**src/rtl/core/sqtf_pkg.sv**
```systemverilog
// Shared types, constants and codes of the scissored quad fill core.
`timescale 1ns / 1ps
`default_nettype none

package sqtf_pkg;

  // Largest buffer dimension in pixels; the buffer size is clipped to it.
  localparam int MAX_DIM    = 4096;

  // Fixed field widths.
  localparam int EDGE_W     = 14;
  localparam int CFG_DIM_W  = 13;
  localparam int ADDR_W     = 32;
  localparam int STRIDE_W   = 21;
  localparam int COLOR_W    = 32;
  localparam int MASK_W     = 4;
  localparam int CFG_IDX_W  = 2;
  localparam int CFG_DATA_W = 32;

  // Bytes in one quad write and the matching address shift.
  localparam int QUAD_BYTES = 16;
  localparam int QUAD_SHIFT = $clog2(QUAD_BYTES);

  // Widths that follow from the largest dimension.
  localparam int CLIP_W = $clog2(MAX_DIM + 1);
  localparam int QW     = CLIP_W - 1;
  localparam int CMP_W  = (EDGE_W > CLIP_W + 1) ? EDGE_W : CLIP_W + 1;
  localparam int LIM_W  = (CFG_DIM_W > CLIP_W) ? CFG_DIM_W : CLIP_W;

  typedef enum logic {
    OP_START = 1'b0,
    OP_STEP  = 1'b1
  } op_t;

  typedef enum logic [CFG_IDX_W-1:0] {
    REG_BUFFER_WIDTH    = 2'd0,
    REG_BUFFER_HEIGHT   = 2'd1,
    REG_BASE_ADDRESS    = 2'd2,
    REG_ROW_PAIR_STRIDE = 2'd3
  } reg_idx_t;

  typedef struct packed {
    logic [CFG_DIM_W-1:0] buffer_width;
    logic [CFG_DIM_W-1:0] buffer_height;
    logic [ADDR_W-1:0]    base_address;
    logic [STRIDE_W-1:0]  row_pair_stride;
  } cfg_t;

  typedef struct packed {
    logic              busy;
    logic [CLIP_W-1:0] clip_top;
    logic [CLIP_W-1:0] clip_left;
    logic [CLIP_W-1:0] clip_bottom;
    logic [CLIP_W-1:0] clip_right;
    logic [QW-1:0]     cur_quad_row;
    logic [QW-1:0]     cur_quad_col;
    logic [ADDR_W-1:0] row_start_address;
    logic [COLOR_W-1:0] held_plane_color;
  } fill_state_t;

  typedef struct packed {
    logic [ADDR_W-1:0]  quad_address;
    logic [MASK_W-1:0]  pixel_mask;
    logic [COLOR_W-1:0] plane_color;
    logic               last_write;
  } quad_res_t;

endpackage

`default_nettype wire

```
**src/rtl/core/sqtf_cmd_if.sv**
```systemverilog
// Command channel: start and step transactions into the fill core.
`timescale 1ns / 1ps
`default_nettype none

interface sqtf_cmd_if;
  logic                                 valid;
  logic                                 ready;
  logic                                 op;
  logic                                 scissor_enable;
  logic signed [sqtf_pkg::EDGE_W-1:0]   scissor_top;
  logic signed [sqtf_pkg::EDGE_W-1:0]   scissor_left;
  logic signed [sqtf_pkg::EDGE_W-1:0]   scissor_bottom;
  logic signed [sqtf_pkg::EDGE_W-1:0]   scissor_right;
  logic [sqtf_pkg::COLOR_W-1:0]         fill_color;

  modport source (
    output valid, op, scissor_enable, scissor_top, scissor_left,
           scissor_bottom, scissor_right, fill_color,
    input  ready
  );
  modport sink (
    input  valid, op, scissor_enable, scissor_top, scissor_left,
           scissor_bottom, scissor_right, fill_color,
    output ready
  );
endinterface

`default_nettype wire

```
**src/rtl/core/sqtf_quad_if.sv**
```systemverilog
// Quad write channel: one 16-byte quad write per transaction.
`timescale 1ns / 1ps
`default_nettype none

interface sqtf_quad_if;
  logic                          valid;
  logic                          ready;
  logic [sqtf_pkg::ADDR_W-1:0]   quad_address;
  logic [sqtf_pkg::MASK_W-1:0]   pixel_mask;
  logic [sqtf_pkg::COLOR_W-1:0]  plane_color;
  logic                          last_write;

  modport source (
    output valid, quad_address, pixel_mask, plane_color, last_write,
    input  ready
  );
  modport sink (
    input  valid, quad_address, pixel_mask, plane_color, last_write,
    output ready
  );
endinterface

`default_nettype wire

```
**src/rtl/core/sqtf_start_unit.sv**
```systemverilog
// Start decode: clip the rectangle, reorder the color, find the first row address.
`timescale 1ns / 1ps
`default_nettype none

module sqtf_start_unit (
  input  sqtf_pkg::cfg_t                      cfg,
  input  logic                                scissor_enable,
  input  logic signed [sqtf_pkg::EDGE_W-1:0]  scissor_top,
  input  logic signed [sqtf_pkg::EDGE_W-1:0]  scissor_left,
  input  logic signed [sqtf_pkg::EDGE_W-1:0]  scissor_bottom,
  input  logic signed [sqtf_pkg::EDGE_W-1:0]  scissor_right,
  input  logic [sqtf_pkg::COLOR_W-1:0]        fill_color,
  output sqtf_pkg::fill_state_t               st_next
);

  localparam int PROD_W = sqtf_pkg::QW + sqtf_pkg::STRIDE_W;

  function automatic logic [sqtf_pkg::CLIP_W-1:0] dim_limit(
    input logic [sqtf_pkg::CFG_DIM_W-1:0] d
  );
    logic [sqtf_pkg::LIM_W-1:0] dx;
    dx = sqtf_pkg::LIM_W'(d);
    if (dx > sqtf_pkg::LIM_W'(sqtf_pkg::MAX_DIM)) begin
      return sqtf_pkg::CLIP_W'(sqtf_pkg::MAX_DIM);
    end
    return sqtf_pkg::CLIP_W'(dx);
  endfunction

  function automatic logic [sqtf_pkg::CLIP_W-1:0] clamp_edge(
    input logic signed [sqtf_pkg::EDGE_W-1:0] v,
    input logic [sqtf_pkg::CLIP_W-1:0]        limit
  );
    logic signed [sqtf_pkg::CMP_W-1:0] vx;
    logic signed [sqtf_pkg::CMP_W-1:0] lx;
    vx = sqtf_pkg::CMP_W'(v);
    lx = $signed(sqtf_pkg::CMP_W'(limit));
    if (vx < 0) begin
      return '0;
    end
    if (vx > lx) begin
      return limit;
    end
    return vx[sqtf_pkg::CLIP_W-1:0];
  endfunction

  logic [sqtf_pkg::CLIP_W-1:0] w;
  logic [sqtf_pkg::CLIP_W-1:0] h;
  logic [sqtf_pkg::CLIP_W-1:0] top;
  logic [sqtf_pkg::CLIP_W-1:0] left;
  logic [sqtf_pkg::CLIP_W-1:0] bottom;
  logic [sqtf_pkg::CLIP_W-1:0] right;
  logic [sqtf_pkg::QW-1:0]     first_row;
  logic [PROD_W-1:0]           row_offset;

  always_comb begin
    w = dim_limit(cfg.buffer_width);
    h = dim_limit(cfg.buffer_height);
    if (scissor_enable) begin
      top    = clamp_edge(scissor_top, h);
      left   = clamp_edge(scissor_left, w);
      bottom = clamp_edge(scissor_bottom, h);
      right  = clamp_edge(scissor_right, w);
    end else begin
      top    = '0;
      left   = '0;
      bottom = h;
      right  = w;
    end
    first_row  = top[sqtf_pkg::CLIP_W-1:1];
    row_offset = PROD_W'(first_row) * PROD_W'(cfg.row_pair_stride);

    st_next.busy              = (top < bottom) && (left < right);
    st_next.clip_top          = top;
    st_next.clip_left         = left;
    st_next.clip_bottom       = bottom;
    st_next.clip_right        = right;
    st_next.cur_quad_row      = first_row;
    st_next.cur_quad_col      = left[sqtf_pkg::CLIP_W-1:1];
    st_next.row_start_address = cfg.base_address + sqtf_pkg::ADDR_W'(row_offset);
    st_next.held_plane_color  = {fill_color[31:24], fill_color[15:8],
                                 fill_color[23:16], fill_color[7:0]};
  end

endmodule

`default_nettype wire

```
**src/rtl/core/sqtf_quad_step.sv**
```systemverilog
// Quad step: mask and address of the current quad, then advance the walk.
`timescale 1ns / 1ps
`default_nettype none

module sqtf_quad_step (
  input  sqtf_pkg::fill_state_t                st,
  input  logic [sqtf_pkg::STRIDE_W-1:0]        row_pair_stride,
  output sqtf_pkg::fill_state_t                st_next,
  output sqtf_pkg::quad_res_t                  res
);

  logic [sqtf_pkg::CLIP_W-1:0] right_m1;
  logic [sqtf_pkg::CLIP_W-1:0] bottom_m1;
  logic [sqtf_pkg::QW-1:0]     last_col;
  logic [sqtf_pkg::QW-1:0]     last_row;
  logic [sqtf_pkg::CLIP_W-1:0] x;
  logic [sqtf_pkg::CLIP_W-1:0] y;
  logic [sqtf_pkg::MASK_W-1:0] mask;

  always_comb begin
    mask = '0;
    for (int s = 0; s < sqtf_pkg::MASK_W; s++) begin
      x = {st.cur_quad_col, s[0]};
      y = {st.cur_quad_row, s[1]};
      mask[s] = (x >= st.clip_left) && (x < st.clip_right) &&
                (y >= st.clip_top) && (y < st.clip_bottom);
    end
  end

  always_comb begin
    right_m1  = st.clip_right - sqtf_pkg::CLIP_W'(1);
    bottom_m1 = st.clip_bottom - sqtf_pkg::CLIP_W'(1);
    last_col  = right_m1[sqtf_pkg::CLIP_W-1:1];
    last_row  = bottom_m1[sqtf_pkg::CLIP_W-1:1];

    res.quad_address = st.row_start_address +
                       sqtf_pkg::ADDR_W'({st.cur_quad_col, sqtf_pkg::QUAD_SHIFT'(0)});
    res.pixel_mask   = mask;
    res.plane_color  = st.held_plane_color;
    res.last_write   = 1'b0;

    st_next = st;
    if (st.cur_quad_col < last_col) begin
      st_next.cur_quad_col = st.cur_quad_col + sqtf_pkg::QW'(1);
    end else if (st.cur_quad_row < last_row) begin
      // wrap to the first column pair of the next row pair
      st_next.cur_quad_row      = st.cur_quad_row + sqtf_pkg::QW'(1);
      st_next.cur_quad_col      = st.clip_left[sqtf_pkg::CLIP_W-1:1];
      st_next.row_start_address = st.row_start_address +
                                  sqtf_pkg::ADDR_W'(row_pair_stride);
    end else begin
      st_next.busy   = 1'b0;
      res.last_write = 1'b1;
    end
  end

endmodule

`default_nettype wire

```
**src/rtl/core/scissored_quad_tiled_fill_core.sv**
```systemverilog
// Top level of the scissored quad-tiled color fill core.
`timescale 1ns / 1ps
`default_nettype none

// Channel  Role    Transaction
// -------  ------  ---------------------------------------------------------
// cmd      sink    start (clip rectangle, color) or step (issue one quad write)
// quad     source  one 16-byte quad write: address, pixel mask, color, last
// cfg      write   register write: buffer size, base address, row pair stride
//
// Each command is captured in the input register, then decoded and retired
// from it; without output stalls, one command and one quad write a cycle.
// The quad output register parts the two sides: a new command is taken while
// a finished write waits, as long as that command needs no output slot.
// Starts and idle steps retire even while the output register is full.
// rst (synchronous) clears the pipeline valids and the busy flag and loads
// the register reset values; no clearing pass is needed.

module scissored_quad_tiled_fill_core (
  input  logic                                clk,
  input  logic                                rst,
  sqtf_cmd_if.sink                            cmd,
  sqtf_quad_if.source                         quad,
  input  logic                                cfg_we,
  input  logic [sqtf_pkg::CFG_IDX_W-1:0]      cfg_index,
  input  logic [sqtf_pkg::CFG_DATA_W-1:0]     cfg_data
);

  // configuration registers
  sqtf_pkg::cfg_t cfg;

  always_ff @(posedge clk) begin
    if (rst) begin
      cfg.buffer_width    <= sqtf_pkg::CFG_DIM_W'(640);
      cfg.buffer_height   <= sqtf_pkg::CFG_DIM_W'(480);
      cfg.base_address    <= '0;
      cfg.row_pair_stride <= sqtf_pkg::STRIDE_W'(5120);
    end else if (cfg_we) begin
      unique case (sqtf_pkg::reg_idx_t'(cfg_index))
        sqtf_pkg::REG_BUFFER_WIDTH:
          cfg.buffer_width <= cfg_data[sqtf_pkg::CFG_DIM_W-1:0];
        sqtf_pkg::REG_BUFFER_HEIGHT:
          cfg.buffer_height <= cfg_data[sqtf_pkg::CFG_DIM_W-1:0];
        sqtf_pkg::REG_BASE_ADDRESS:
          cfg.base_address <= cfg_data[sqtf_pkg::ADDR_W-1:0];
        sqtf_pkg::REG_ROW_PAIR_STRIDE:
          cfg.row_pair_stride <= cfg_data[sqtf_pkg::STRIDE_W-1:0];
        default: ;
      endcase
    end
  end

  // input register
  logic                                cmd_valid_r;
  logic                                op_r;
  logic                                scissor_enable_r;
  logic signed [sqtf_pkg::EDGE_W-1:0]  scissor_top_r;
  logic signed [sqtf_pkg::EDGE_W-1:0]  scissor_left_r;
  logic signed [sqtf_pkg::EDGE_W-1:0]  scissor_bottom_r;
  logic signed [sqtf_pkg::EDGE_W-1:0]  scissor_right_r;
  logic [sqtf_pkg::COLOR_W-1:0]        fill_color_r;

  // walk state and output register
  sqtf_pkg::fill_state_t st;
  sqtf_pkg::fill_state_t st_next;
  sqtf_pkg::fill_state_t start_next;
  sqtf_pkg::fill_state_t step_next;
  sqtf_pkg::quad_res_t   step_res;
  sqtf_pkg::quad_res_t   quad_r;
  logic                  quad_valid_r;

  logic step_item;
  logic has_res;
  logic out_free;
  logic proc_fire;
  logic cmd_fire;

  assign step_item = (op_r == sqtf_pkg::OP_STEP);
  assign has_res   = step_item && st.busy;
  assign out_free  = !quad_valid_r || quad.ready;
  // retire the held command unless it needs the output slot and that is taken
  assign proc_fire = cmd_valid_r && (!has_res || out_free);
  assign cmd.ready = !cmd_valid_r || proc_fire;
  assign cmd_fire  = cmd.valid && cmd.ready;

  always_ff @(posedge clk) begin
    if (rst) begin
      cmd_valid_r <= 1'b0;
    end else if (cmd.ready) begin
      cmd_valid_r <= cmd.valid;
    end
  end

  always_ff @(posedge clk) begin
    if (cmd_fire) begin
      op_r             <= cmd.op;
      scissor_enable_r <= cmd.scissor_enable;
      scissor_top_r    <= cmd.scissor_top;
      scissor_left_r   <= cmd.scissor_left;
      scissor_bottom_r <= cmd.scissor_bottom;
      scissor_right_r  <= cmd.scissor_right;
      fill_color_r     <= cmd.fill_color;
    end
  end

  sqtf_start_unit u_start (
    .cfg            (cfg),
    .scissor_enable (scissor_enable_r),
    .scissor_top    (scissor_top_r),
    .scissor_left   (scissor_left_r),
    .scissor_bottom (scissor_bottom_r),
    .scissor_right  (scissor_right_r),
    .fill_color     (fill_color_r),
    .st_next        (start_next)
  );

  sqtf_quad_step u_step (
    .st              (st),
    .row_pair_stride (cfg.row_pair_stride),
    .st_next         (step_next),
    .res             (step_res)
  );

  // a start replaces any running command; an idle step leaves the state alone
  always_comb begin
    st_next = st;
    if (proc_fire) begin
      if (!step_item) begin
        st_next = start_next;
      end else if (st.busy) begin
        st_next = step_next;
      end
    end
  end

  // only busy needs a reset; the rest is loaded by every start
  always_ff @(posedge clk) begin
    if (rst) begin
      st.busy <= 1'b0;
    end else begin
      st.busy <= st_next.busy;
    end
    st.clip_top          <= st_next.clip_top;
    st.clip_left         <= st_next.clip_left;
    st.clip_bottom       <= st_next.clip_bottom;
    st.clip_right        <= st_next.clip_right;
    st.cur_quad_row      <= st_next.cur_quad_row;
    st.cur_quad_col      <= st_next.cur_quad_col;
    st.row_start_address <= st_next.row_start_address;
    st.held_plane_color  <= st_next.held_plane_color;
  end

  // output register: load on a write, drop once the transaction is taken
  always_ff @(posedge clk) begin
    if (rst) begin
      quad_valid_r <= 1'b0;
    end else if (proc_fire && has_res) begin
      quad_valid_r <= 1'b1;
    end else if (quad.ready) begin
      quad_valid_r <= 1'b0;
    end
  end

  always_ff @(posedge clk) begin
    if (proc_fire && has_res) begin
      quad_r <= step_res;
    end
  end

  assign quad.valid        = quad_valid_r;
  assign quad.quad_address = quad_r.quad_address;
  assign quad.pixel_mask   = quad_r.pixel_mask;
  assign quad.plane_color  = quad_r.plane_color;
  assign quad.last_write   = quad_r.last_write;

  // every issued quad covers at least one pixel of the rectangle
  a_mask_nonzero: assert property (@(posedge clk) disable iff (rst)
    quad.valid |-> (quad.pixel_mask != '0))
    else $error("quad write with empty pixel mask");

  // the final write of a command leaves the walk idle
  a_last_ends_walk: assert property (@(posedge clk) disable iff (rst)
    (proc_fire && has_res && step_res.last_write) |=> !st.busy)
    else $error("walk still busy after last write");

  // a held command that cannot retire is neither lost nor overwritten
  a_hold_cmd: assert property (@(posedge clk) disable iff (rst)
    (cmd_valid_r && !proc_fire) |=> (cmd_valid_r && $stable(op_r) &&
                                     $stable(fill_color_r)))
    else $error("held command lost while stalled");

endmodule

`default_nettype wire

```
**src/flat_wrapper.sv**
```systemverilog
// flat-port wrapper written by rule: the top's interface ports become plain ports
module scissored_quad_tiled_fill_core_flat 
  (clk, rst, cfg_we, cfg_index, cfg_data, cmd_valid, cmd_op, cmd_scissor_enable, cmd_scissor_top, cmd_scissor_left, cmd_scissor_bottom, cmd_scissor_right, cmd_fill_color, cmd_ready, quad_valid, quad_quad_address, quad_pixel_mask, quad_plane_color, quad_last_write, quad_ready);
  sqtf_cmd_if cmd_i ();
  sqtf_quad_if quad_i ();
  input  logic clk;
  input  logic rst;
  input  logic cfg_we;
  input  logic [sqtf_pkg::CFG_IDX_W-1:0] cfg_index;
  input  logic [sqtf_pkg::CFG_DATA_W-1:0] cfg_data;
  input wire logic [$bits(cmd_i.valid)-1:0] cmd_valid;
  input wire logic [$bits(cmd_i.op)-1:0] cmd_op;
  input wire logic [$bits(cmd_i.scissor_enable)-1:0] cmd_scissor_enable;
  input wire logic [$bits(cmd_i.scissor_top)-1:0] cmd_scissor_top;
  input wire logic [$bits(cmd_i.scissor_left)-1:0] cmd_scissor_left;
  input wire logic [$bits(cmd_i.scissor_bottom)-1:0] cmd_scissor_bottom;
  input wire logic [$bits(cmd_i.scissor_right)-1:0] cmd_scissor_right;
  input wire logic [$bits(cmd_i.fill_color)-1:0] cmd_fill_color;
  output wire logic [$bits(cmd_i.ready)-1:0] cmd_ready;
  output wire logic [$bits(quad_i.valid)-1:0] quad_valid;
  output wire logic [$bits(quad_i.quad_address)-1:0] quad_quad_address;
  output wire logic [$bits(quad_i.pixel_mask)-1:0] quad_pixel_mask;
  output wire logic [$bits(quad_i.plane_color)-1:0] quad_plane_color;
  output wire logic [$bits(quad_i.last_write)-1:0] quad_last_write;
  input wire logic [$bits(quad_i.ready)-1:0] quad_ready;
  assign cmd_i.valid = cmd_valid;
  assign cmd_i.op = cmd_op;
  assign cmd_i.scissor_enable = cmd_scissor_enable;
  assign cmd_i.scissor_top = cmd_scissor_top;
  assign cmd_i.scissor_left = cmd_scissor_left;
  assign cmd_i.scissor_bottom = cmd_scissor_bottom;
  assign cmd_i.scissor_right = cmd_scissor_right;
  assign cmd_i.fill_color = cmd_fill_color;
  assign cmd_ready = cmd_i.ready;
  assign quad_valid = quad_i.valid;
  assign quad_quad_address = quad_i.quad_address;
  assign quad_pixel_mask = quad_i.pixel_mask;
  assign quad_plane_color = quad_i.plane_color;
  assign quad_last_write = quad_i.last_write;
  assign quad_i.ready = quad_ready;
  scissored_quad_tiled_fill_core u_core (.clk(clk), .rst(rst), .cmd(cmd_i), .quad(quad_i), .cfg_we(cfg_we), .cfg_index(cfg_index), .cfg_data(cfg_data));
endmodule
```
**config.mk**
```make
export PLATFORM = sky130hd
export DESIGN_NAME = scissored_quad_tiled_fill_core_flat
export DESIGN_NICKNAME = d
export VERILOG_FILES = /design/src/rtl/core/sqtf_pkg.sv /design/src/rtl/core/sqtf_cmd_if.sv /design/src/rtl/core/sqtf_quad_if.sv /design/src/rtl/core/sqtf_start_unit.sv /design/src/rtl/core/sqtf_quad_step.sv /design/src/rtl/core/scissored_quad_tiled_fill_core.sv /design/src/flat_wrapper.sv
export SDC_FILE = /design/constraint.sdc
export NUM_CORES = 1
export LEC_CHECK = 0
export BUFFER_PORTS_ARGS = -buffer_cell sky130_fd_sc_hd__buf_2
export CAP_MARGIN = 25
export CORE_MARGIN = 2
export CORE_UTILIZATION = 65
export CTS_BUF_LIST = sky130_fd_sc_hd__clkbuf_8
export DETAILED_ROUTE_END_ITERATION = 7
export GPL_ROUTABILITY_DRIVEN = 0
export GPL_TIMING_DRIVEN = 0
export PLACE_DENSITY = 0.82
export SLEW_MARGIN = 25
export SYNTH_ARGS = -nofsm -noshare
export SYNTH_HDL_FRONTEND = slang
export SYNTH_SLANG_ARGS = --single-unit
export TNS_END_PERCENT = 1
```
**constraint.sdc**
```tcl
create_clock -name clk -period 13.2 [get_ports clk]
set_clock_uncertainty 0.1 [all_clocks]
set_input_delay 0.66 -clock clk [delete_from_list [all_inputs] [get_ports clk]]
set_output_delay 0.66 -clock clk [all_outputs]
set_load 0.01 [all_outputs]
```
==> results.toml <==
[detailed_routing]
met3_length_mm = 8.088
viasPerCell = 5.918
dr.pass1.iters = 7
ant_nets = 0
drc = 0
wl_mm = 76.22
highest_layer = "met4"
drtIter0Drc = 2164
wl_per_cell_um = 20.05
drt-met1-wl_mm = 29.20
vias = 22501
wl_met2_mm = 34.40

[timing]
finalHoldViolations = 0
fin_crit_sh_pct = 79.29
drv_slew = 0
min_period_ps = 10470
tightest_slew_ps = 1076
tns_ps = 0
fmax_ghz = 0.09555
final-setup-viol-count = 0
layout_setup_ws_ps = 2734
rsz0062_at_grt = "false"
relSlewSlack_pct = 27.83

[cts]
cts_setup_buffers = 0
cts_tree = "built"
cts-hold-fix-buffers = 0
cts_htree_levels = 3
worstSkewPairLatency_ps = 680
cts_resized = 0
clock_path_buffers = 3
cts_root_buffer = "clkbuf_8"
clkSlewWorstSetupHoldPaths_ps = 60
cts.sinks = 381
cts_buffers = 66

[yosys]
synth_nets = 3488
synth.most_common_cell = "nand2_1"
ys_ff_latch = 381
synthArstFlopShare_pct = 0
synth_common_cells = "402 x nand2_1, 375 x inv_1, 299 x edfxtp_1, 255 x ha_1, 221 x fa_1"
yosysSeqAreaShare_pct = 37.05
synth_edf_count = 299
syn_area_um2 = 28660
yosysTopAreaCell = "edfxtp_1"
synthTopCellsByArea = "edfxtp_1 31%, fa_1 15%, ha_1 11%"
synthCells = 2883
syn_area_per_cell_um2 = 9.942
netlist.area_leader.share_pct = 31.32
yosys.cell_types.count = 65
synth_ff_type = "edfxtp_1"
synth_warnings = 0

[floorplanning]
rows = 76
die_w_um = 214.0
io_pins = 200
start_util_pct = 66.25
coreArea_um2 = 43270
die_y_um = 214.0
die_area_um2 = 45790

[placed_design]
portBuffers = 199
dpl-instance-area_um2 = 30690
hpwlAfterDp_mm = 60.82
dp_slack_ps = 3117

[critical_path]
arrival_ps = 10730
cp.required_ps = 13470
critPathKind = "register to register"
cp_slowest_stage_delay_ps = 670
crit_top_cell = "fa_1"
cp_slowest_cell = "nor2_1"
startpoint_type = "register"
setup.worst_path.end_class = "register"
path_max_fanout = 11

[power_and_ir_drop]
power_density_nw_per_um2 = 94.05
power_mw = 3.007
cellLeakagePower_nw = 13.98
peakVddDrop_uv = 157.1

[hold_path]
hold_path.class = "input port to register"

[finish]
area_delta_synth_final_pct = 11.55
final_layout_size_suffix_gt1_share_pct = 10.28
design_area_um2 = 31970
nFillCells = 2978
nNetsFinal = 3767

[outcome]
status = "complete, no violations"

[grt]
grt_pass1_vias = 23330
grt_pass1_wl_mm = 120.4
grt-ovfl-total = 0
grt_antenna_before_repair = 5
grt_use_total_pct = 33.59
grt_max_degree = 47

[job]
maxCapViolCount = 0
==> final timing paths <==
check / startpoint / to / slack, ps / depth (start not counted)
max: u_core.cfg[65] / u_core.st[62] / 2730 / 33
max reg2reg: u_core.cfg[65] / u_core.st[62] / 2730 / 33
min: cmd_scissor_top[12] / u_core.scissor_top_r[12] / 60 / 1
min reg2reg: u_core.st[21] / u_core.quad.plane_color[21] / 310 / 0
==> critical path: cells and delay by family, from the launching register on <==
family | cells | cell delay (ps)
adders and majority gates | 7 | 3290
AOI/OAI and AO/OA | 12 | 2650
DFF | 1 | 390
and+or+nand+nor | 5 | 1360
buffers and inverters | 8 | 1880
xor gates and xnor gates | 1 | 500
==> metrics by stage <==
stage	hold WS, ps	utilization (%)	cells
2_1_floorplan	300.3	-	2883
3_3_place_gp	300.3	70.24	3667
3_5_place_dp	304.5	70.93	3679
4_1_cts	16.73	73.86	3795
5_1_grt	44.78	73.89	3800
6_report	62.36	73.90	3802
==> flip-flops by register name, summed over array words and instances, names as in the netlist, 14 cells and up <==
| signal | count |
|---|---|
| u_core.cfg | 79 |
| u_core.quad.quad_address | 32 |
| u_core.quad.plane_color | 32 |
| u_core.st | 141 |
| u_core.scissor_left_r | 14 |
| u_core.scissor_bottom_r | 14 |
| u_core.scissor_right_r | 14 |
| u_core.scissor_top_r | 14 |
| u_core.fill_color_r | 32 |
==> kinds of logic after synthesis <==
group                      count (synthesis)  synth area share, %
AOI/OAI and AO/OA                        481                10.54
xor gates and xnor gates                 119                3.636
adders and majority gates                476                26.57
buffers and inverters                    490                6.447
DFF                                      381                37.05
muxes                                      6               0.2095
and+or+nand+nor                          930                15.55
==> report_power, final <==
group | switching [mW] | leakage, nW | internal (mW)
Sequential | 0.0442 | 3.47 | 1.36
Combinational | 0.344 | 9.80 | 0.204
Clock | 0.518 | 0.716 | 0.538
Total | 0.907 | 14.0 | 2.10
==> metal layers <==
| layer | track usage, % | vias up |
|---|---|---|
| met4 | 19.23 | 0 |
| met1 | 42.70 | 10718 |
| met2 | 52.87 | 1218 |
| li1 | - | 10272 |
| met3 | 8.194 | 293 |
| met5 | 0 | - |
==> placed cells by master, fill, tap and decap left out, drive strengths merged, types with 32 or more instances in the layout <==
cell type / netlist / layout
ha: 255 / 255
edfxtp: 299 / 299
o22ai: 40 / 40
xor2: 43 / 43
clkbuf: 105 / 174
buf: 10 / 221
dfxtp: 82 / 82
nor2b: 80 / 80
o21ai: 81 / 81
inv: 375 / 398
and2: 106 / 106
o21a: 43 / 43
xnor2: 76 / 76
a21oi: 159 / 159
fa: 221 / 221
nand2: 402 / 402
nand4: 32 / 32
nand3: 45 / 45
nor2: 134 / 134
nor3: 35 / 35
a21o: 52 / 52
==> area by class of cell <==
class | instances | area [µm²] | share of cell area, %
inverter | 375 | 1410 | 4.410
sequential | 381 | 10620 | 33.22
timing repair buffer | 211 | 1254 | 3.921
clock inverter | 47 | 317.8 | 0.9940
clock buffer | 69 | 949.7 | 2.970
antenna | 7 | 17.52 | 0.05479
buffer | 115 | 440.4 | 1.377
multi-input combinational | 2012 | 16230 | 50.77
tap | 585 | 732.0 | 2.289
Note: power is estimated with default switching activity, not from simulation.
